File: src/rtl/atc_pkg.sv
`timescale 1ns / 1ps
`default_nettype none

package atc_pkg;

    localparam int SCREEN_COLUMNS = 80;
    localparam int SCREEN_ROWS    = 25;
    localparam int SEQ_DEPTH      = 15;

    localparam int CHAR_W  = 8;
    localparam int COLOR_W = 4;
    localparam int COL_W   = 7;
    localparam int ROW_W   = 5;
    localparam int KIND_W  = 2;
    localparam int TDATA_W = 32;
    localparam int TDATA_PAD_W = TDATA_W - (ROW_W + COL_W + 2 * COLOR_W + CHAR_W);

    localparam int SEQ_IDX_W  = $clog2(SEQ_DEPTH);
    localparam int SEQ_FILL_W = $clog2(SEQ_DEPTH + 1);
    localparam int MAG_W      = 10;

    localparam int RESULT_CAP = 20;
    localparam int COUNT_W    = $clog2(RESULT_CAP + 1);

    localparam int OVF_LEN   = 18;
    localparam int OVF_IDX_W = $clog2(OVF_LEN);

    localparam logic [CHAR_W-1:0] CH_TAB      = 8'h09;
    localparam logic [CHAR_W-1:0] CH_NL       = 8'h0A;
    localparam logic [CHAR_W-1:0] CH_CR       = 8'h0D;
    localparam logic [CHAR_W-1:0] CH_ESC      = 8'h1B;
    localparam logic [CHAR_W-1:0] CH_SPACE    = 8'h20;
    localparam logic [CHAR_W-1:0] CH_PLUS     = 8'h2B;
    localparam logic [CHAR_W-1:0] CH_MINUS    = 8'h2D;
    localparam logic [CHAR_W-1:0] CH_ZERO     = 8'h30;
    localparam logic [CHAR_W-1:0] CH_NINE     = 8'h39;
    localparam logic [CHAR_W-1:0] CH_SEMI     = 8'h3B;
    localparam logic [CHAR_W-1:0] CH_LBRACKET = 8'h5B;
    localparam logic [CHAR_W-1:0] CH_LOWER_C  = 8'h63;
    localparam logic [CHAR_W-1:0] CH_LOWER_M  = 8'h6D;

    localparam logic [COLOR_W-1:0] FORE_DEFAULT = 4'd7;
    localparam logic [COLOR_W-1:0] BACK_DEFAULT = 4'd0;

    localparam logic [MAG_W-1:0] MAG_LIMIT   = 10'd100;
    localparam logic [MAG_W-1:0] SGR_FORE_LO = 10'd30;
    localparam logic [MAG_W-1:0] SGR_FORE_HI = 10'd37;
    localparam logic [MAG_W-1:0] SGR_BACK_LO = 10'd40;
    localparam logic [MAG_W-1:0] SGR_BACK_HI = 10'd47;

    typedef logic [COL_W:0] col_ext_t;
    typedef logic [ROW_W:0] row_ext_t;

    typedef enum logic [KIND_W-1:0] {
        EV_GLYPH  = 2'd0,
        EV_SCROLL = 2'd1,
        EV_CLEAR  = 2'd2
    } event_t;

    typedef enum logic [1:0] {
        PH_TEXT,
        PH_ESC,
        PH_SEQ
    } phase_t;

    typedef enum logic [2:0] {
        ST_IDLE,
        ST_TEXT,
        ST_SCROLL,
        ST_CLEAR,
        ST_SGR,
        ST_FLUSH
    } state_t;

    typedef enum logic [1:0] {
        SC_BLANK,
        SC_DIGITS,
        SC_SKIP
    } scan_t;

    typedef struct packed {
        event_t              kind;
        logic [CHAR_W-1:0]   glyph;
        logic [COLOR_W-1:0]  fore;
        logic [COLOR_W-1:0]  back;
        logic [COL_W-1:0]    col;
        logic [ROW_W-1:0]    row;
    } result_t;

    typedef struct packed {
        logic step;
        logic home;
    } cur_ctrl_t;

    typedef struct packed {
        logic              glyph_emit;
        logic              scroll_emit;
        logic              is_esc;
        logic [COL_W-1:0]  col;
        logic [ROW_W-1:0]  row;
    } cur_stat_t;

    typedef struct packed {
        logic clear;
        logic write;
        logic start;
    } sgr_ctrl_t;

    typedef struct packed {
        logic               full;
        logic               done;
        logic               set_default;
        logic               set_fore;
        logic               set_back;
        logic [COLOR_W-1:0] color;
    } sgr_stat_t;

    // SGR color index 0..7 to VGA attribute color
    function automatic logic [COLOR_W-1:0] sgr_color(input logic [2:0] code);
        logic [COLOR_W-1:0] c;
        case (code)
            3'd0:    c = 4'd0;
            3'd1:    c = 4'd4;
            3'd2:    c = 4'd2;
            3'd3:    c = 4'd14;
            3'd4:    c = 4'd1;
            3'd5:    c = 4'd5;
            3'd6:    c = 4'd3;
            default: c = 4'd15;
        endcase
        return c;
    endfunction

    // "Buffer overflowed" followed by a newline
    function automatic logic [CHAR_W-1:0] overflow_char(input logic [OVF_IDX_W-1:0] idx);
        logic [CHAR_W-1:0] ch;
        case (idx)
            5'd0:    ch = 8'h42;
            5'd1:    ch = 8'h75;
            5'd2:    ch = 8'h66;
            5'd3:    ch = 8'h66;
            5'd4:    ch = 8'h65;
            5'd5:    ch = 8'h72;
            5'd6:    ch = 8'h20;
            5'd7:    ch = 8'h6F;
            5'd8:    ch = 8'h76;
            5'd9:    ch = 8'h65;
            5'd10:   ch = 8'h72;
            5'd11:   ch = 8'h66;
            5'd12:   ch = 8'h6C;
            5'd13:   ch = 8'h6F;
            5'd14:   ch = 8'h77;
            5'd15:   ch = 8'h65;
            5'd16:   ch = 8'h64;
            default: ch = CH_NL;
        endcase
        return ch;
    endfunction

endpackage

`default_nettype wire

File: src/rtl/ansi_text_console_core.sv
// Character console for an 80x25 text screen with a small ANSI color parser.
// Each accepted byte on the slave stream yields zero or more items on the
// master stream: glyph writes (with colors and position), one-line scrolls
// and screen clears; tlast marks the final item of a byte. A plain byte is
// accepted, then passes once through the cursor unit; a glyph that scrolls
// adds a scroll item and a flush of the one-item hold register; a newline
// that scrolls adds the scroll item. ESC goes through the cursor unit, ESC
// 'c' through the clear state; '[' and stored sequence bytes need only
// acceptance. The closing 'm' waits for the field scanner, which reads one
// stored byte per cycle. A sequence overflow walks the 18-character message
// through the cursor unit, one character per cycle unless stalled, plus its
// scroll items and a final flush. Results wait in an output register, so a
// stalled master side holds the sequencer only when a second result is due.
`timescale 1ns / 1ps
`default_nettype none

module ansi_text_console_core
    import atc_pkg::*;
(
    input  wire logic               clk,
    input  wire logic               rst_n,
    input  wire logic               s_tvalid,
    output logic                    s_tready,
    input  wire logic [7:0]         s_tdata,   // [7:0] char_byte
    output logic                    m_tvalid,
    input  wire logic               m_tready,
    // [7:0] glyph, [11:8] fore_color, [15:12] back_color, [22:16] column,
    // [27:23] row, [31:28] zero
    output logic [TDATA_W-1:0]      m_tdata,
    output logic [KIND_W-1:0]       m_tuser,   // [1:0] event_kind
    output logic                    m_tlast    // last_event
);

    state_t                state_reg;
    state_t                state_next;
    phase_t                phase_reg;
    phase_t                phase_next;
    logic [CHAR_W-1:0]     byte_reg;
    logic [CHAR_W-1:0]     byte_next;
    logic                  walk_reg;
    logic                  walk_next;
    logic [OVF_IDX_W-1:0]  idx_reg;
    logic [OVF_IDX_W-1:0]  idx_next;
    logic [COUNT_W-1:0]    count_reg;
    logic [COUNT_W-1:0]    count_next;
    logic [COLOR_W-1:0]    fore_reg;
    logic [COLOR_W-1:0]    fore_next;
    logic [COLOR_W-1:0]    back_reg;
    logic [COLOR_W-1:0]    back_next;
    result_t               out_reg;
    result_t               out_next;
    logic                  out_valid_reg;
    logic                  out_valid_next;
    logic                  out_last_reg;
    logic                  out_last_next;
    result_t               hold_reg;
    result_t               hold_next;
    logic                  hold_valid_reg;
    logic                  hold_valid_next;

    cur_ctrl_t             cur_ctrl;
    cur_stat_t             cur_stat;
    sgr_ctrl_t             sgr_ctrl;
    sgr_stat_t             sgr_stat;
    logic [CHAR_W-1:0]     text_char;

    logic                  out_free;
    logic                  capped;
    logic                  push_req;
    logic                  push_final;
    logic                  push_ok;
    logic                  will_hold;
    logic                  walk_more;
    result_t               push_res;

    assign text_char = walk_reg ? overflow_char(idx_reg) : byte_reg;

    atc_cursor u_cursor (
        .clk   (clk),
        .rst_n (rst_n),
        .ctrl  (cur_ctrl),
        .ch    (text_char),
        .stat  (cur_stat)
    );

    atc_sgr u_sgr (
        .clk     (clk),
        .rst_n   (rst_n),
        .ctrl    (sgr_ctrl),
        .wr_data (s_tdata),
        .stat    (sgr_stat)
    );

    always_comb
    begin
        out_free  = !out_valid_reg || m_tready;
        capped    = (count_reg >= COUNT_W'(RESULT_CAP));
        walk_more = walk_reg && (idx_reg != OVF_IDX_W'(OVF_LEN - 1));

        push_req   = ((state_reg == ST_TEXT) && cur_stat.glyph_emit)
                     || (state_reg == ST_SCROLL) || (state_reg == ST_CLEAR);
        push_final = !walk_reg && ((state_reg == ST_CLEAR) || (state_reg == ST_SCROLL)
                     || ((state_reg == ST_TEXT) && !cur_stat.scroll_emit));
        push_ok    = capped || (!hold_valid_reg && !push_final) || out_free;
        will_hold  = hold_valid_reg || (push_req && !capped && !push_final);

        push_res = '0;
        case (state_reg)
            ST_TEXT:
            begin
                push_res.kind  = EV_GLYPH;
                push_res.glyph = text_char;
                push_res.fore  = fore_reg;
                push_res.back  = back_reg;
                push_res.col   = cur_stat.col;
                push_res.row   = cur_stat.row;
            end
            ST_SCROLL:
            begin
                push_res.kind = EV_SCROLL;
            end
            ST_CLEAR:
            begin
                push_res.kind = EV_CLEAR;
            end
            default:
            begin
                push_res.kind = EV_GLYPH;
            end
        endcase

        state_next      = state_reg;
        phase_next      = phase_reg;
        byte_next       = byte_reg;
        walk_next       = walk_reg;
        idx_next        = idx_reg;
        count_next      = count_reg;
        fore_next       = fore_reg;
        back_next       = back_reg;
        out_next        = out_reg;
        out_last_next   = out_last_reg;
        out_valid_next  = out_valid_reg;
        hold_next       = hold_reg;
        hold_valid_next = hold_valid_reg;
        cur_ctrl        = '0;
        sgr_ctrl        = '0;

        if (out_valid_reg && m_tready)
        begin
            out_valid_next = 1'b0;
        end

        case (state_reg)
            ST_IDLE:
            begin
                if (s_tvalid)
                begin
                    byte_next  = s_tdata;
                    count_next = '0;
                    walk_next  = 1'b0;
                    idx_next   = '0;
                    case (phase_reg)
                        PH_SEQ:
                        begin
                            if (s_tdata == CH_LOWER_M)
                            begin
                                sgr_ctrl.start = 1'b1;
                                phase_next     = PH_TEXT;
                                state_next     = ST_SGR;
                            end
                            else if (sgr_stat.full)
                            begin
                                // drop the sequence and print the overflow message
                                phase_next = PH_TEXT;
                                walk_next  = 1'b1;
                                state_next = ST_TEXT;
                            end
                            else
                            begin
                                sgr_ctrl.write = 1'b1;
                            end
                        end
                        PH_ESC:
                        begin
                            if (s_tdata == CH_LBRACKET)
                            begin
                                phase_next     = PH_SEQ;
                                sgr_ctrl.clear = 1'b1;
                            end
                            else if (s_tdata == CH_LOWER_C)
                            begin
                                cur_ctrl.home = 1'b1;
                                fore_next     = FORE_DEFAULT;
                                back_next     = BACK_DEFAULT;
                                phase_next    = PH_TEXT;
                                state_next    = ST_CLEAR;
                            end
                            else
                            begin
                                phase_next = PH_TEXT;
                                state_next = ST_TEXT;
                            end
                        end
                        default:
                        begin
                            state_next = ST_TEXT;
                        end
                    endcase
                end
            end
            ST_TEXT:
            begin
                if (!push_req || push_ok)
                begin
                    cur_ctrl.step = 1'b1;
                    if (cur_stat.is_esc)
                    begin
                        phase_next = PH_ESC;
                    end
                    if (cur_stat.scroll_emit)
                    begin
                        state_next = ST_SCROLL;
                    end
                    else if (walk_more)
                    begin
                        idx_next = idx_reg + OVF_IDX_W'(1);
                    end
                    else
                    begin
                        state_next = will_hold ? ST_FLUSH : ST_IDLE;
                    end
                end
            end
            ST_SCROLL:
            begin
                if (push_ok)
                begin
                    if (walk_more)
                    begin
                        idx_next   = idx_reg + OVF_IDX_W'(1);
                        state_next = ST_TEXT;
                    end
                    else
                    begin
                        state_next = will_hold ? ST_FLUSH : ST_IDLE;
                    end
                end
            end
            ST_CLEAR:
            begin
                if (push_ok)
                begin
                    state_next = will_hold ? ST_FLUSH : ST_IDLE;
                end
            end
            ST_SGR:
            begin
                if (sgr_stat.set_default)
                begin
                    fore_next = FORE_DEFAULT;
                    back_next = BACK_DEFAULT;
                end
                if (sgr_stat.set_fore)
                begin
                    fore_next = sgr_stat.color;
                end
                if (sgr_stat.set_back)
                begin
                    back_next = sgr_stat.color;
                end
                if (sgr_stat.done)
                begin
                    state_next = ST_IDLE;
                end
            end
            ST_FLUSH:
            begin
                if (!hold_valid_reg)
                begin
                    state_next = ST_IDLE;
                end
                else if (out_free)
                begin
                    out_next        = hold_reg;
                    out_last_next   = 1'b1;
                    out_valid_next  = 1'b1;
                    hold_valid_next = 1'b0;
                    state_next      = ST_IDLE;
                end
            end
            default:
            begin
                state_next = ST_IDLE;
            end
        endcase

        // results past the cap are dropped; the held one then closes the item
        if (push_req && push_ok && !capped)
        begin
            count_next = count_reg + COUNT_W'(1);
            if (hold_valid_reg)
            begin
                out_next       = hold_reg;
                out_last_next  = 1'b0;
                out_valid_next = 1'b1;
                hold_next      = push_res;
            end
            else if (push_final)
            begin
                out_next       = push_res;
                out_last_next  = 1'b1;
                out_valid_next = 1'b1;
            end
            else
            begin
                hold_next       = push_res;
                hold_valid_next = 1'b1;
            end
        end
    end

    always_ff @(posedge clk or negedge rst_n)
    begin
        if (!rst_n)
        begin
            state_reg      <= ST_IDLE;
            phase_reg      <= PH_TEXT;
            walk_reg       <= 1'b0;
            idx_reg        <= '0;
            count_reg      <= '0;
            fore_reg       <= FORE_DEFAULT;
            back_reg       <= BACK_DEFAULT;
            out_valid_reg  <= 1'b0;
            hold_valid_reg <= 1'b0;
        end
        else
        begin
            state_reg      <= state_next;
            phase_reg      <= phase_next;
            walk_reg       <= walk_next;
            idx_reg        <= idx_next;
            count_reg      <= count_next;
            fore_reg       <= fore_next;
            back_reg       <= back_next;
            out_valid_reg  <= out_valid_next;
            hold_valid_reg <= hold_valid_next;
        end
    end

    always_ff @(posedge clk)
    begin
        byte_reg     <= byte_next;
        out_reg      <= out_next;
        out_last_reg <= out_last_next;
        hold_reg     <= hold_next;
    end

    assign s_tready = (state_reg == ST_IDLE);
    assign m_tvalid = out_valid_reg;
    assign m_tuser  = out_reg.kind;
    assign m_tlast  = out_last_reg;
    assign m_tdata  = {{TDATA_PAD_W{1'b0}}, out_reg.row, out_reg.col, out_reg.back,
                       out_reg.fore, out_reg.glyph};

endmodule

`default_nettype wire

File: src/rtl/atc_cursor.sv
`timescale 1ns / 1ps
`default_nettype none

module atc_cursor
    import atc_pkg::*;
(
    input  wire logic              clk,
    input  wire logic              rst_n,
    input  wire cur_ctrl_t         ctrl,
    input  wire logic [CHAR_W-1:0] ch,
    output cur_stat_t              stat
);

    logic [COL_W-1:0] col_reg;
    logic [COL_W-1:0] col_next;
    logic [ROW_W-1:0] row_reg;
    logic [ROW_W-1:0] row_next;

    logic     is_nl;
    logic     is_esc;
    logic     is_glyph;
    logic     scroll;
    col_ext_t col_step;
    row_ext_t row_step;

    always_comb
    begin
        is_nl    = (ch == CH_NL);
        is_esc   = (ch == CH_ESC);
        is_glyph = !is_nl && !is_esc;

        col_step = {1'b0, col_reg} + col_ext_t'(is_glyph);
        row_step = {1'b0, row_reg} + row_ext_t'(is_nl);
        if (is_nl)
        begin
            col_step = '0;
        end
        // wrap at the right edge
        if (col_step >= col_ext_t'(SCREEN_COLUMNS))
        begin
            col_step = '0;
            row_step = row_step + row_ext_t'(1);
        end
        // hold on the bottom row and scroll
        scroll = 1'b0;
        if (row_step >= row_ext_t'(SCREEN_ROWS))
        begin
            row_step = row_ext_t'(SCREEN_ROWS - 1);
            scroll   = 1'b1;
        end

        col_next = col_reg;
        row_next = row_reg;
        if (ctrl.home)
        begin
            col_next = '0;
            row_next = '0;
        end
        else if (ctrl.step)
        begin
            col_next = col_step[COL_W-1:0];
            row_next = row_step[ROW_W-1:0];
        end

        stat.glyph_emit  = is_glyph;
        stat.scroll_emit = scroll;
        stat.is_esc      = is_esc;
        stat.col         = col_reg;
        stat.row         = row_reg;
    end

    always_ff @(posedge clk or negedge rst_n)
    begin
        if (!rst_n)
        begin
            col_reg <= '0;
            row_reg <= '0;
        end
        else
        begin
            col_reg <= col_next;
            row_reg <= row_next;
        end
    end

endmodule

`default_nettype wire

File: src/rtl/atc_sgr.sv
`timescale 1ns / 1ps
`default_nettype none

module atc_sgr
    import atc_pkg::*;
(
    input  wire logic              clk,
    input  wire logic              rst_n,
    input  wire sgr_ctrl_t         ctrl,
    input  wire logic [CHAR_W-1:0] wr_data,
    output sgr_stat_t              stat
);

    logic [CHAR_W-1:0] seq_mem [SEQ_DEPTH];

    logic [SEQ_FILL_W-1:0] fill_reg;
    logic [SEQ_FILL_W-1:0] fill_next;
    logic [SEQ_FILL_W-1:0] pos_reg;
    logic [SEQ_FILL_W-1:0] pos_next;
    logic                  busy_reg;
    logic                  busy_next;
    scan_t                 scan_reg;
    scan_t                 scan_next;
    logic                  neg_reg;
    logic                  neg_next;
    logic [MAG_W-1:0]      mag_reg;
    logic [MAG_W-1:0]      mag_next;

    logic [CHAR_W-1:0] rd_byte_reg;
    logic              at_end;
    logic              field_end;
    logic              is_blank;
    logic              is_sign;
    logic              is_digit;
    logic [MAG_W-1:0]  digit;
    logic [MAG_W-1:0]  mag_x10;
    logic [MAG_W-1:0]  fore_off;
    logic [MAG_W-1:0]  back_off;

    always_ff @(posedge clk)
    begin
        if (ctrl.write)
        begin
            seq_mem[fill_reg[SEQ_IDX_W-1:0]] <= wr_data;
        end
        // fetch the byte the scanner looks at in the next cycle
        rd_byte_reg <= seq_mem[pos_next[SEQ_IDX_W-1:0]];
    end

    always_comb
    begin
        at_end    = (pos_reg == fill_reg);
        field_end = at_end || (rd_byte_reg == CH_SEMI);
        is_blank  = rd_byte_reg inside {CH_SPACE, [CH_TAB:CH_CR]};
        is_sign   = (rd_byte_reg == CH_PLUS) || (rd_byte_reg == CH_MINUS);
        is_digit  = rd_byte_reg inside {[CH_ZERO:CH_NINE]};
        digit     = {{(MAG_W-4){1'b0}}, rd_byte_reg[3:0]};
        mag_x10   = (mag_reg << 3) + (mag_reg << 1) + digit;
        fore_off  = mag_reg - SGR_FORE_LO;
        back_off  = mag_reg - SGR_BACK_LO;

        fill_next = fill_reg;
        pos_next  = pos_reg;
        busy_next = busy_reg;
        scan_next = scan_reg;
        neg_next  = neg_reg;
        mag_next  = mag_reg;

        stat             = '0;
        stat.full        = (fill_reg >= SEQ_FILL_W'(SEQ_DEPTH));

        if (busy_reg)
        begin
            pos_next = pos_reg + SEQ_FILL_W'(1);
            if (field_end)
            begin
                if (mag_reg == '0)
                begin
                    stat.set_default = 1'b1;
                end
                else if (!neg_reg && (mag_reg inside {[SGR_FORE_LO:SGR_FORE_HI]}))
                begin
                    stat.set_fore = 1'b1;
                    stat.color    = sgr_color(fore_off[2:0]);
                end
                else if (!neg_reg && (mag_reg inside {[SGR_BACK_LO:SGR_BACK_HI]}))
                begin
                    stat.set_back = 1'b1;
                    stat.color    = sgr_color(back_off[2:0]);
                end
                scan_next = SC_BLANK;
                mag_next  = '0;
                neg_next  = 1'b0;
                if (at_end)
                begin
                    busy_next = 1'b0;
                    stat.done = 1'b1;
                end
            end
            else
            begin
                case (scan_reg)
                    SC_BLANK:
                    begin
                        if (is_blank)
                        begin
                            scan_next = SC_BLANK;
                        end
                        else if (is_sign)
                        begin
                            neg_next  = (rd_byte_reg == CH_MINUS);
                            scan_next = SC_DIGITS;
                        end
                        else if (is_digit)
                        begin
                            mag_next  = digit;
                            scan_next = SC_DIGITS;
                        end
                        else
                        begin
                            scan_next = SC_SKIP;
                        end
                    end
                    SC_DIGITS:
                    begin
                        if (is_digit)
                        begin
                            // saturate: stop growing once the magnitude reaches 100 or more
                            if (mag_reg < MAG_LIMIT)
                            begin
                                mag_next = mag_x10;
                            end
                        end
                        else
                        begin
                            scan_next = SC_SKIP;
                        end
                    end
                    default:
                    begin
                        scan_next = SC_SKIP;
                    end
                endcase
            end
        end

        if (ctrl.start)
        begin
            busy_next = 1'b1;
            pos_next  = '0;
            scan_next = SC_BLANK;
            mag_next  = '0;
            neg_next  = 1'b0;
        end

        if (ctrl.clear)
        begin
            fill_next = '0;
        end
        else if (ctrl.write)
        begin
            fill_next = fill_reg + SEQ_FILL_W'(1);
        end
    end

    always_ff @(posedge clk or negedge rst_n)
    begin
        if (!rst_n)
        begin
            fill_reg <= '0;
            pos_reg  <= '0;
            busy_reg <= 1'b0;
            scan_reg <= SC_BLANK;
            neg_reg  <= 1'b0;
            mag_reg  <= '0;
        end
        else
        begin
            fill_reg <= fill_next;
            pos_reg  <= pos_next;
            busy_reg <= busy_next;
            scan_reg <= scan_next;
            neg_reg  <= neg_next;
            mag_reg  <= mag_next;
        end
    end

endmodule

`default_nettype wire

File: config.mk
export PLATFORM = sky130hd
export DESIGN_NAME = ansi_text_console_core
export DESIGN_NICKNAME = d
export VERILOG_FILES = /design/src/rtl/atc_pkg.sv /design/src/rtl/ansi_text_console_core.sv /design/src/rtl/atc_cursor.sv /design/src/rtl/atc_sgr.sv
export SDC_FILE = /design/constraint.sdc
export NUM_CORES = 1
export LEC_CHECK = 0
export BUFFER_PORTS_ARGS = -buffer_cell sky130_fd_sc_hd__buf_2
export CAP_MARGIN = 10
export CORE_MARGIN = 5
export CORE_UTILIZATION = 65
export DETAILED_ROUTE_END_ITERATION = 6
export PLACE_DENSITY = 0.83
export SYNTH_ARGS = -nofsm -noshare
export SYNTH_HDL_FRONTEND = slang
export SYNTH_HIERARCHICAL = 1
export SYNTH_SLANG_ARGS = --single-unit
export TNS_END_PERCENT = 50
File: constraint.sdc
create_clock -name clk -period 16 [get_ports clk]
set_clock_uncertainty 0.2 [all_clocks]
set_input_delay 3.2 -clock clk [delete_from_list [all_inputs] [get_ports clk]]
set_output_delay 3.2 -clock clk [all_outputs]
set_load 0.1 [all_outputs]
## Word-level counts from Yosys, hierarchy flattened

Memory sizes are Yosys's and may differ from the RTL's. A register that Yosys moved wholly into a read port is not among the register bits.
Index checks and enable logic that the tools add are counted.

| operators by class | value |
|---|---|
| $add $sub $neg | 11 |
| order comparisons | 13 |
| eq/ne operators | 56 |
| multiplexer cells | 148 |
| reductions and logical operators | 66 |

Operators by type and width:

| kind | number |
|---|---|
| 30-bit two-way mux | 8 |
| 10-bit two-way mux | 8 |
| 4-bit two-way mux | 17 |
| 4-bit one-hot mux with 7 select lines | 2 |
| 5-bit two-way mux | 11 |
| 1-bit two-way mux | 51 |
| 3-bit two-way mux | 16 |
| 8-bit by 6-bit equality test with 1-bit output (second input constant) | 4 |
| 8-bit two-way mux | 4 |
| 2-bit two-way mux | 15 |
| 28-bit two-way mux | 1 |
| 3-bit equality test (second input constant) | 8 |
| 8-bit by 7-bit equality test with 1-bit output (second input constant) | 3 |
| 7-bit two-way mux | 3 |
| 10-bit by 6-bit <= comparator with 1-bit output (second input constant) | 2 |
| 10-bit one-hot mux with 2 select lines | 1 |
| 3-bit by 2-bit equality test with 1-bit output (second input constant) | 6 |
| 3-bit one-hot mux with 6 select lines | 1 |
| 6-bit AND reduction | 3 |
| 1-bit logical AND | 17 |
| 2-bit one-hot mux with 2 select lines | 4 |
| 4-bit one-hot mux with 2 select lines | 2 |
| 2-bit nonzero test | 8 |
| 5-bit one-hot mux with 3 select lines | 1 |
| 49 further kinds | 98 |

| word-level totals | value |
|---|---|
| flip-flop bits (word level) | 129 |
| RAM bits | 120 |
| memory bits (read-only) | 224 |
| bits of input ports | 12 |
| output and inout bits | 37 |
| logic and storage cells | 327 |
| memories | 2 |

Memories:

| name | depth | width | rd ports | clocked after Yosys merged registers in | write ports | line | RTL |
|---|---|---|---|---|---|---|---|
| (name not given) | 32 | 7 | 1 | 0 | 0 | atc_pkg.sv:137 | `case (idx)` |
| u_sgr.seq_mem | 15 | 8 | 1 | 1 | 1 | atc_sgr.sv:14 | `logic [CHAR_W-1:0] seq_mem [SEQ_DEPTH];` |

## Depth between registers and ports, before layout

Gate-level depths: netlist of the first run.
An unclocked memory read counts as a cell.

| logic depth | value |
|---|---|
| word-level depth | 24 |
| depth in mapped cells | 30 |
| depth with buffers taken out | 29 |

## Hierarchy

The synthesis of the first run kept the hierarchy.

Modules (own cells, without submodules):

| module | times used | cells an instance | area each (um2) | seq. area each (um2) |
|---|---|---|---|---|
| atc_sgr | 1 | 516 | 7045.5 | 4314.1 |
| ansi_text_console_core | 1 | 450 | 4523.1 | 2416.1 |
| atc_cursor | 1 | 131 | 1136.1 | 300.3 |

## Worst setup path after synthesis of the first run

OpenSTA, ideal clock, no wires.

| timing | value |
|---|---|
| path type | reg2reg |
| start point | reg idx_reg[0] |
| end point | reg hold_reg[0] (netlist bit) (enable) |
| setup time | 0.427 ns |
| arrival | 5.689 ns |
| data required time | 15.373 ns |
| setup slack | 9.684 ns |
| stages on the path, launching flop included | 23 |
| period minus slack after synthesis | 6.316 ns |
| cell sequence | dfrtp_1 > inv_1 > ha_1 > mux2i_1 > o21ai_0 > a31oi_1 > nor4_2 > nand4_4 > inv_1 > ha_1 > ha_1 > ha_1 > nor2b_1 > o21a_1 > o21ai_0 > a31oi_1 > o21bai_4 > or2_1 > buf_4 > and2b_1 > o211ai_2 > nand3_1 > a21oi_1 |

| between the ends | value |
|---|---|
| word-level cells in the longest chain between the ends | 22 |

Ends and longest elaborated chain:

| item | line | RTL |
|---|---|---|
| from (decl) | ansi_text_console_core.sv:42 | `logic [OVF_IDX_W-1:0] idx_reg;` |
| from (signal assigned) | ansi_text_console_core.sv:341 | `idx_reg <= idx_next;` |
| memory read 32 x 7 bit (*) | - |  |
| 8-bit two-way mux (*) | ansi_text_console_core.sv:76 | `assign text_char = walk_reg ? overflow_char(idx_reg) : byte_reg;` |
| named net text_char[2] | ansi_text_console_core.sv:65 | `logic [CHAR_W-1:0] text_char;` |
| 8-bit by 4-bit equality test with 1-bit output / 8-bit by 5-bit equality test with 1-bit output (equally long branches) | atc_cursor.sv:28, atc_cursor.sv:29 |  |
| 1-bit zero test | atc_cursor.sv:30 | `is_glyph = !is_nl && !is_esc;` |
| 1-bit logical AND | atc_cursor.sv:30 |  |
| 7-bit by 1-bit adder with 8-bit output | atc_cursor.sv:32 | `col_step = {1'b0, col_reg} + col_ext_t'(is_glyph);` |
| 8-bit two-way mux | atc_cursor.sv:34 | `if (is_nl)` |
| [... 4 more ...] | - |  |
| named net u_cursor.scroll | atc_cursor.sv:22 | `logic scroll;` |
| [... 1 more ...] | - |  |
| 1-bit logical AND (*) | ansi_text_console_core.sv:103 | `\|\| ((state_reg == ST_TEXT) && !cur_stat.scroll_emit));` |
| 1-bit logical OR (*) | ansi_text_console_core.sv:103 |  |
| 1-bit logical AND (*) | ansi_text_console_core.sv:102 | `push_final = !walk_reg && ((state_reg == ST_CLEAR) \|\| (state_reg == ST_SCROLL)` |
| 1-bit zero test | ansi_text_console_core.sv:104 | `push_ok = capped \|\| (!hold_valid_reg && !push_final) \|\| out_free;` |
| 1-bit logical AND | ansi_text_console_core.sv:104 |  |
| 1-bit logical OR (2 in series) | ansi_text_console_core.sv:104 |  |
| 1-bit logical AND (2 in series) | ansi_text_console_core.sv:298 | `if (push_req && push_ok && !capped)` |
| 2-bit AND reduction (no source line) (*) | - |  |
| to (signal assigned) | ansi_text_console_core.sv:355 | `hold_reg <= hold_next;` |
| to (decl) | ansi_text_console_core.sv:56 | `result_t hold_reg;` |

The timed path passes the listed nets; every way through them passes the cells marked *.
A chain may end at the register's enable or synchronous reset.

==> results of run 1 <==
==> per-layer routing <==
layer / share of wire / GRT usage
met2: 0.46 / 0.405
met5: 0 / 0
met3: 0.085 / 0.0460
met4: 0.043 / 0.112
met1: 0.41 / 0.360
==> cells in the mapped netlist (all sizes together), types with 22 or more instances <==
master	instances	share of area
dfxtp	39	0.061
o21ai	54	0.022
nor3	23	0.010
a21oi	29	0.011
and3	26	0.013
clkbuf	22	0.0066
a22oi	24	0.014
inv	53	0.016
edfxtp	158	0.37
a2111oi	33	0.023
dfrtp	57	0.11
mux2i	29	0.023
ha	36	0.035
buf	42	0.024
nor2	66	0.020
nand2	98	0.029
o211ai	22	0.014
nor3b	35	0.021
==> worst paths after layout <==
check | startpoint | endpoint | cells after the start
max in group asynchronous | rst_n | back_reg[3] | 2
hold reg to reg | hold_reg[8] | m_tdata[19] | 2
hold / removal | hold_reg[8] | m_tdata[19] | 2
setup / recovery | s_tdata[6] | u_sgr/rd_byte_reg[1] | 10
setup reg to reg | idx_reg[0] | u_cursor/col_reg[3] | 28
min in group asynchronous | rst_n | u_cursor/col_reg[4] | 2
==> cell type report <==
type	count	area (um^2)	share of cell area
Sequential cell	257	7030	0.508
Multi-Input combinational cell	724	5100	0.369
Clock buffer	36	739	0.0534
Tap cell	265	332	0.0240
Timing Repair Buffer	54	295	0.0213
Inverter	55	224	0.0162
Clock inverter	12	116	0.00841
==> report_power, final <==
group / total, mW / switching (mW) / internal, mW
Combinational: 0.0146 / 0.0128 / 0.00183
Sequential: 0.703 / 0.000112 / 0.703
Clock: 0.596 / 0.241 / 0.355
Total: 1.31 / 0.253 / 1.06
==> worst register-to-register path: cells and delay by family (launching register included) <==
family	cells	cell delay (ns)
AO/OA/AOI/OAI	9	1.89
multiplexers	1	0.17
buffers and inverters	5	0.73
adder cells (fa/ha/maj)	3	0.97
AND/OR/NAND/NOR	10	2.19
flip-flops	1	0.44
==> cell usage in the layout, fill, tap and decap left out, types with 8 or more instances in the layout <==
cell type / instances
edfxtp_1: 158
nand2_1: 98
nor2_1: 65
dfrtp_1: 57
inv_1: 52
buf_2: 44
o21ai_0: 42
dfxtp_1: 39
ha_1: 36
nor3b_1: 35
a2111oi_0: 32
mux2i_1: 28
a21oi_1: 27
clkbuf_16: 27
and3_1: 24
a22oi_1: 24
o211ai_1: 20
nor3_1: 18
nand3_1: 16
xnor2_1: 12
nand2b_1: 11
mux2_2: 11
xor2_1: 11
nor2b_1: 10
o21ai_1: 10
a32oi_1: 10
buf_4: 10
o221ai_1: 9
a22o_1: 8
or4_1: 8
==> through the flow <==
stage	instances	power (mW)	cell area (um^2)	hold WS [ns]	setup WS, ns
6_report	1403	1.31	13800	0.230	9.20
5_1_grt	1403	1.35	13800	0.252	8.71
4_1_cts	1403	1.32	13800	0.234	9.39
3_5_place_dp	1355	0.731	13000	0.218	8.91
3_3_place_gp	1355	0.731	13000	0.210	9.18
2_1_floorplan	1100	0.723	12700	0.208	9.68
==> logic make-up after synthesis <==
group | count (synthesis) | share of synthesized area
XOR/XNOR | 25 | 0.0193
AO/OA/AOI/OAI | 259 | 0.151
other | 1 | 0.000295
buffers and inverters | 119 | 0.0481
flip-flops | 257 | 0.553
multiplexers | 42 | 0.0353
adder cells (fa/ha/maj) | 38 | 0.0386
AND/OR/NAND/NOR | 356 | 0.154
==> key figures, run 1 <==
Finish
  – Largest register FFs: 120
  – Fill cell count: 1357
  – Share of cells above drive strength 1: 0.127
  – ANT cells: 0
  – Final Util: 0.716
  – Synth-to-layout area growth: 8.92%
  – Nets: 1168

Status
  – Status: finished, final reports clean

STA
  – Final setup viols: 0
  – Pins Over Slew Limit: 0
  – RSZ-0062 raised after global routing: false
  – Post-layout minimum cycle time: 6.80 ns
  – Final hold vios: 0
  – F_max: 147 MHz
  – Slew @ Worst Pin: 1.28 ns
  – Fin crit share: 0.425
  – Total Negative Setup Slacks: 0 ns
  – Slew HR: 0.141

Placement
  – Routability cong.: 0.920
  – Post-DP HPWL: 18500 um
  – Port Buffers: 44

Clocking
  – H-Tree Depth: 1
  – CTS tree: done
  – Root buffer cell: clkbuf_16
  – Hold_buf cts: 0
  – Total CTS buffers: 26
  – Resize count post-CTS: 0
  – Clock Latency Late Sink: 0.53 ns
  – Setup Buffers After CTS: 0
  – Clock sinks: 257
  – CTS clock-pin slew for the worst setup and hold paths: 0.06 ns
  – Max Root-Sink Buffers: 3

Min path
  – Hold Crit Class: flop to flop

Synth
  – Post-synth EDFFs: 158
  – Top_reg_cell synth: edfxtp_1
  – Synth warn: 6
  – Seq/Total Area, Yosys: 0.553
  – Synth cell types: 90
  – Syn Inst Count: 1097
  – Post-synthesis cell area: 12700 um^2
  – Synth Register Bits: 257
  – Post-Syn Area per Cell: 11.6 um^2
  – Asr flop ratio synth: 0.233

Worst setup path
  – Crit end category: flop
  – Slowest cell delay on critical path: 0.96 ns
  – WS Path Type: primary input to flop
  – Critical path's top delay family: simple AND/OR/NAND/NOR gates
  – WP data arrival: 6.97 ns
  – Worst Path Required: 16.17 ns
  – Reg-to-reg slack, setup: 9.34 ns
  – Crit path buffers/inverters: 3
  – Crit start category: primary input
  – Crit-path cells: buf_2, nand4bb_1, nor2_1, and4_1, buf_4, or2_1, clkinv_4, a2111oi_0, or4_1, o221ai_1
  – Crit path max-delay cell type: or2_1
  – Worst Path Max Fanout: 51

Flow run
  – # Max-Cap Violations: 0

Die
  – Die Ht: 150 um
  – Core ar.: 19300 um^2
  – FP Rows: 51
  – Die footprint: 22400 um^2
  – Ports: 49
  – Die Wd: 150 um
  – Initial Utilization: 0.657

GRT
  – Global-route wire length before repair: 46000 um
  – Initial antenna violation count: 0
  – Vias in the first global route: 8690
  – Largest net degree at the start of global routing: 61
  – Total GRT Usage: 0.259
  – Total gr overflow: 0

Drt
  – Drt pass-1 iters: 7
  – Final ANT Viol Nets: 0
  – Number of vias per cell: 6.51
  – Wire length per cell: 20.5 um
  – DRT iter0 DRCs: 1060
  – Total routed wirelength: 28800 um
  – Via count: 9128
  – # DRC: 0

Power
  – Power per Cell Area: 94.9 nW/um^2
  – Worst VDD drop: 96.0 uV
  – Leak pwr: 5.45 nW
No activity file was read; power rests on OpenSTA's default activity.
==> inputs of run 2 (changes only) <==
--- a/config.mk
+++ b/config.mk
@@ -8,9 +8,9 @@
 export BUFFER_PORTS_ARGS = -buffer_cell sky130_fd_sc_hd__buf_2
 export CAP_MARGIN = 10
 export CORE_MARGIN = 5
-export CORE_UTILIZATION = 65
+export CORE_UTILIZATION = 56
 export DETAILED_ROUTE_END_ITERATION = 6
-export PLACE_DENSITY = 0.83
+export PLACE_DENSITY = 0.76
 export SYNTH_ARGS = -nofsm -noshare
 export SYNTH_HDL_FRONTEND = slang
 export SYNTH_HIERARCHICAL = 1
==> constraint.sdc (replaced) <==
create_clock -name clk -period 5.6 [get_ports clk]
set_clock_uncertainty 0.2 [all_clocks]
set_input_delay 1.12 -clock clk [delete_from_list [all_inputs] [get_ports clk]]
set_output_delay 1.12 -clock clk [all_outputs]
set_load 0.1 [all_outputs]
==> run 2 against run 1 <==
Against the previous run:
- clock-buffer cell count is 4 lower
- die area is 15% higher
- setup slack got worse by 8.9 ns
- register-to-register slack lost 9.1 ns
- non-clock buffer count grew 29
- global-route usage shrank 5.1 points
- sequential cell count did not move
- sequential power grew to 2.9 times the previous value
- critical path type is now flop to flop
- critical endpoint is now u_cursor/col_reg[4]
- largest cell class unchanged
==> key figures, run 2 (synthesized netlist as in run 1, its figures left out) <==
Placement
  – Placed cell area: 13200 um^2
  – Placed cell count: 1400
  – Port Buffers: 44
  – Post-DP HPWL: 18900 um
  – Routability cong.: 0.903

Power
  – Combinational Power Share: 0.014
  – Seq pwr share: 0.539
  – Power per Cell Area: 263 nW/um^2
  – Leak pwr: 5.57 nW
  – Switching fraction of total power: 0.199
  – Int Pwr: 2.99 mW
  – Worst VDD drop: 258 uV
  – Tot Pwr: 3.73 mW
  – Clock share of power: 0.448
  – P_sw: 0.741 mW

Die
  – FP Rows: 55
  – Initial Utilization: 0.565
  – Die Wd: 161 um
  – Die footprint: 25800 um^2
  – Ports: 49
  – Core ar.: 22500 um^2
  – Die Ht: 161 um

Clocking
  – H-Tree Depth: 1
  – CTS clock-pin slew for the worst setup and hold paths: 0.06 ns
  – Clock sinks: 257
  – CTS tree: done
  – Clock Latency Late Sink: 0.52 ns
  – Max Root-Sink Buffers: 3
  – Root buffer cell: clkbuf_16
  – Total CTS buffers: 26
  – Hold_buf cts: 0

Worst setup path
  – Worst Path Required: 5.84 ns
  – Worst Path Max Fanout: 6
  – WP data arrival: 5.56 ns
  – Crit Reg-Reg Startpoint: idx_reg[0]
  – Reg2reg end: u_cursor/col_reg[4]
  – Crit end category: flop
  – WS Path Type: flop to flop
  – R2R cell count: 27
  – Reg-to-reg slack, setup: 0.28 ns
  – Crit start category: flop

Finish
  – Synth-to-layout area growth: 11.5%
  – Most frequent cells in the layout: edfxtp_1 (158), nand2_1 (96), nor2_1 (62)
  – ANT cells: 0
  – Cell area after layout: 14200 um^2
  – Share of cells above drive strength 1: 0.160
  – Nets: 1197
  – Commonest non-fill, non-tap cell in the layout: edfxtp_1
  – Fill cell count: 1701
  – Non-Filler Instances: 1452
  – Final Util: 0.630
  – Largest register FFs: 120

Drt
  – Final ANT Viol Nets: 0
  – Total routed wirelength: 27700 um
  – Wire length per cell: 19.1 um
  – DRT iter0 DRCs: 973
  – Via count: 8853
  – # DRC: 0
  – Drt pass-1 iters: 7
  – Number of vias per cell: 6.10

STA
  – Pins Over Slew Limit: 0
  – Fin crit share: 0.951
  – Final setup viols: 0
  – Final hold vios: 0
  – Slew HR: 0.200
  – Post-layout minimum cycle time: 5.32 ns
  – F_max: 188 MHz
  – Slew @ Worst Pin: 1.19 ns
  – Minimum hold slack: 0.231 ns

GRT
  – Largest net degree at the start of global routing: 42
  – Total gr overflow: 0
  – Total GRT Usage: 0.208
  – Vias in the first global route: 8413
  – Initial antenna violation count: 0
  – Global-route wire length before repair: 44200 um

Status
  – Status: finished, final reports clean

Min path
  – WHS Path Cells: 2
  – Hold Path End: m_tdata[3]
  – Hold_sp: hold_reg[23]
  – Hold Crit Class: flop to flop

Flow run
  – # Max-Cap Violations: 0
## run 2: repair_timing
item,in CTS,in global routing
cloned,0,0
setup buffers,1,3
endpoints found under the setup margin,8,80
pin swaps,3,6
resized for setup,9,24
## run 2: final cells by class
type	instances	area [um^2]	area share
clock inverters	16	128	0.00901
well taps	285	357	0.0252
inverters	55	226	0.0160
flip-flops and latches	257	7030	0.496
repair buffers	83	529	0.0373
multi-input cells	724	5210	0.367
clock buffers	32	694	0.0490
## run 2: power by group through the flow
stage	clock network, mW	registers, mW	logic [mW]
4_1_cts	1.69	2.01	0.0526
3_5_place_dp	0	2.05	0.0525
2_1_floorplan	0	2.05	0.0168
3_3_place_gp	0	2.05	0.0512
6_report	1.67	2.01	0.0511
5_1_grt	1.77	2.01	0.0562
## run 2: layer usage
layer | global-route usage | vias up | part of all wire | routed length (um)
li1 | - | 4240 | - | -
met1 | 0.294 | 4301 | 0.45 | 12400
met2 | 0.344 | 271 | 0.48 | 13200
met3 | 0.0277 | 41 | 0.055 | 1520
met4 | 0.0501 | 0 | 0.022 | 607
met5 | 0 | - | 0 | 0
## run 2: how the worst max path moves through the flow
stage                          start                   to  slack (ns)  depth (start not counted)
after CTS                 idx_reg[0]           idx_reg[0]        0.03                         26
final                     idx_reg[0]  u_cursor/col_reg[4]        0.28                         27
after detailed placement  idx_reg[0]  u_cursor/col_reg[4]       -0.14                         25
after global placement    idx_reg[0]  u_cursor/col_reg[4]        0.04                         25
after global routing      idx_reg[0]  u_cursor/col_reg[3]      -0.008                         27
after floorplan           idx_reg[0]  u_cursor/col_reg[4]        0.04                         26
## run 2: metrics by stage
stage	setup WS, ns	setup TNS (ns)
2_1_floorplan	0.0401	0
3_5_place_dp	-0.142	-0.517
4_1_cts	0.0334	0
3_3_place_gp	0.0394	0
5_1_grt	-0.00793	-0.0120
6_report	0.276	0
## run 2: worst max-delay path, cell delays in order (launching register included)
cell	delay (ns)
dfrtp_1	0.44
inv_2	0.15
ha_1	0.20
a21oi_1	0.08
o21ai_1	0.13
nand2_1	0.07
o21ai_2	0.10
inv_1	0.09
nor4_4	0.30
nand4_4	0.15
inv_4	0.10
ha_4	0.15
ha_2	0.27
ha_2	0.33
nor2b_1	0.06
o21a_1	0.16
o21ai_0	0.16
a31oi_1	0.16
o21bai_4	0.19
or2_1	0.14
and2b_1	0.20
o211ai_2	0.19
nand2_2	0.11
a21oi_4	0.19
inv_2	0.10
or2_1	0.27
or3b_1	0.38
a21oi_1	0.15
==> inputs of run 3 (changes only) <==
--- a/config.mk
+++ b/config.mk
@@ -11,6 +11,7 @@
 export CORE_UTILIZATION = 56
 export DETAILED_ROUTE_END_ITERATION = 6
 export PLACE_DENSITY = 0.76
+export REMOVE_ABC_BUFFERS = 1
 export SYNTH_ARGS = -nofsm -noshare
 export SYNTH_HDL_FRONTEND = slang
 export SYNTH_HIERARCHICAL = 1
==> run 3 against run 2 <==
Against the previous run:
- sequential cell count unchanged
- cell count down 0.14%
- hold slack better by 0.00082 ns
- global-route usage up 1.1 points
- critical endpoint unchanged
- largest power group unchanged
==> key figures, run 3 (synthesized netlist as in run 1, its figures left out) <==
STA
  – Total Negative Setup Slacks: 0 ns
  – Final hold vios: 0
  – Slew HR: 0.250
  – Post-layout minimum cycle time: 5.33 ns
  – Pins Over Slew Limit: 0
  – Final setup viols: 0
  – F_max: 188 MHz
  – Slew @ Worst Pin: 1.12 ns
  – Fin crit share: 0.951
  – Min setup slack post-route: 0.272 ns
  – Minimum hold slack: 0.232 ns

GRT
  – Initial antenna violation count: 0
  – Total gr overflow: 0
  – Total GRT Usage: 0.219
  – M2 GR Usage: 0.370
  – GRT busiest layer: met2
  – Met3 usage in global routing: 0.0277
  – Met1 usage: 0.298
  – Global-route wire length before repair: 46500 um
  – Largest net degree at the start of global routing: 61
  – Vias in the first global route: 8808

Clocking
  – CTS tree: done
  – CTS clock-pin slew for the worst setup and hold paths: 0.06 ns
  – Clock Latency Late Sink: 0.55 ns
  – Total CTS buffers: 27
  – Root buffer cell: clkbuf_16
  – H-Tree Depth: 1
  – Max Root-Sink Buffers: 3
  – Hold_buf cts: 0
  – Clock sinks: 257

Worst setup path
  – Critical path's top delay family: simple AND/OR/NAND/NOR gates
  – Crit path max-delay cell type: dfrtp_2
  – Worst Path Required: 5.86 ns
  – WS Path Type: flop to flop
  – R2R cell count: 27
  – Crit start category: flop
  – Slowest cell delay on critical path: 0.42 ns
  – Worst Path Max Fanout: 8
  – Crit path buffers/inverters: 4
  – Crit end category: flop
  – WP data arrival: 5.59 ns
  – CP Depth: 27

Die
  – Initial Utilization: 0.565
  – Ports: 49
  – Die Ht: 161 um
  – FP Rows: 55
  – Die Wd: 161 um
  – Core ar.: 22500 um^2
  – Die footprint: 25800 um^2

Power
  – Seq pwr share: 0.524
  – Int Pwr: 3.07 mW
  – Switching fraction of total power: 0.199
  – Combinational Power Share: 0.013
  – Leak pwr: 5.58 nW
  – Clock share of power: 0.463
  – P_sw: 0.762 mW
  – Power per Cell Area: 270 nW/um^2
  – Worst VDD drop: 278 uV

Placement
  – Routability cong.: 0.928
  – Placement Setup Slack: 0.0156 ns
  – Port Buffers: 44
  – Post-DP HPWL: 19300 um

Min path
  – WHS Path Cells: 2
  – Hold Crit Class: flop to flop

Drt
  – DRT iter0 DRCs: 902
  – # DRC: 0
  – Final ANT Viol Nets: 0
  – Via count: 9006
  – Drt pass-1 iters: 7
  – Wire length per cell: 19.8 um
  – Total routed wirelength: 28800 um
  – Number of vias per cell: 6.21

Finish
  – Commonest non-fill, non-tap cell in the layout: edfxtp_1
  – Largest register FFs: 120
  – Share of cells above drive strength 1: 0.160
  – Nets: 1194
  – Most frequent cells in the layout: edfxtp_1 (158), nand2_1 (96), nor2_1 (63)
  – Synth-to-layout area growth: 11.6%
  – ANT cells: 0

Status
  – Status: finished, final reports clean

Flow run
  – # Max-Cap Violations: 0
==> run 3: cell types whose count changed in the layout (fill, tap and decap cells not counted), moves of 2 or more <==
cell,delta
buf_2,+2
a21oi_2,+2
a21oi_4,-2
buf_4,-5
clkinv_2,-2
dfrtp_1,-2
clkinv_1,-3
dfrtp_2,+2
clkbuf_1,+4
clkbuf_8,+2
==> run 3: final timing paths <==
check                             from             endpoint  slack [ns]
max                         idx_reg[1]  u_cursor/col_reg[4]        0.27
min in group asynchronous        rst_n         count_reg[1]        0.56
max in group asynchronous        rst_n           idx_reg[0]        4.02
min reg2reg                hold_reg[6]          m_tdata[17]        0.23
min                        hold_reg[6]          m_tdata[17]        0.23
max reg2reg                 idx_reg[1]  u_cursor/col_reg[4]        0.27
==> run 3: through the flow <==
step / utilization / instances / cell area, um^2 / power [mW]
2_1_floorplan: - / 1036 / 12300 / 2.06
3_3_place_gp: 0.585 / 1397 / 13200 / 2.10
3_5_place_dp: 0.585 / 1397 / 13200 / 2.10
4_1_cts: 0.625 / 1447 / 14100 / 3.87
5_1_grt: 0.630 / 1450 / 14200 / 3.95
6_report: 0.630 / 1450 / 14200 / 3.84
==> run 3: tightest hold or removal path, delay by kind of cell (launching register included) <==
family           cells  cell delay [ns]
AND/OR/NAND/NOR      2             0.08
flip-flops           1             0.32
==> run 3: layer usage <==
layer / vias up / part of all wire
li1: 4240 / -
met5: - / 0
met4: 0 / 0.030
met1: 4433 / 0.44
met3: 50 / 0.050
met2: 283 / 0.48
==> run 3: cell type report <==
class                   count  area (um^2)
clock inverters            12          148
fillers                  1691         8320
clock buffers              38          737
repair buffers             79          490
flip-flops and latches    257         7030
well taps                 285          357
inverters                  55          224
multi-input cells         724         5190
==> run 3: power groups by stage <==
stage / Clock, mW / Combinational [mW] / Sequential, mW
2_1_floorplan: 0 / 0.0146 / 2.05
3_3_place_gp: 0 / 0.0493 / 2.05
3_5_place_dp: 0 / 0.0511 / 2.05
4_1_cts: 1.81 / 0.0512 / 2.01
5_1_grt: 1.89 / 0.0548 / 2.01
6_report: 1.78 / 0.0499 / 2.01
==> run 3: timing repair <==
action / 4_1_cts / 5_1_grt
gates resized for setup: 3 / 27
pin swaps: 1 / 4
setup buffers: 0 / 1
endpoints found under the setup margin: 4 / 82
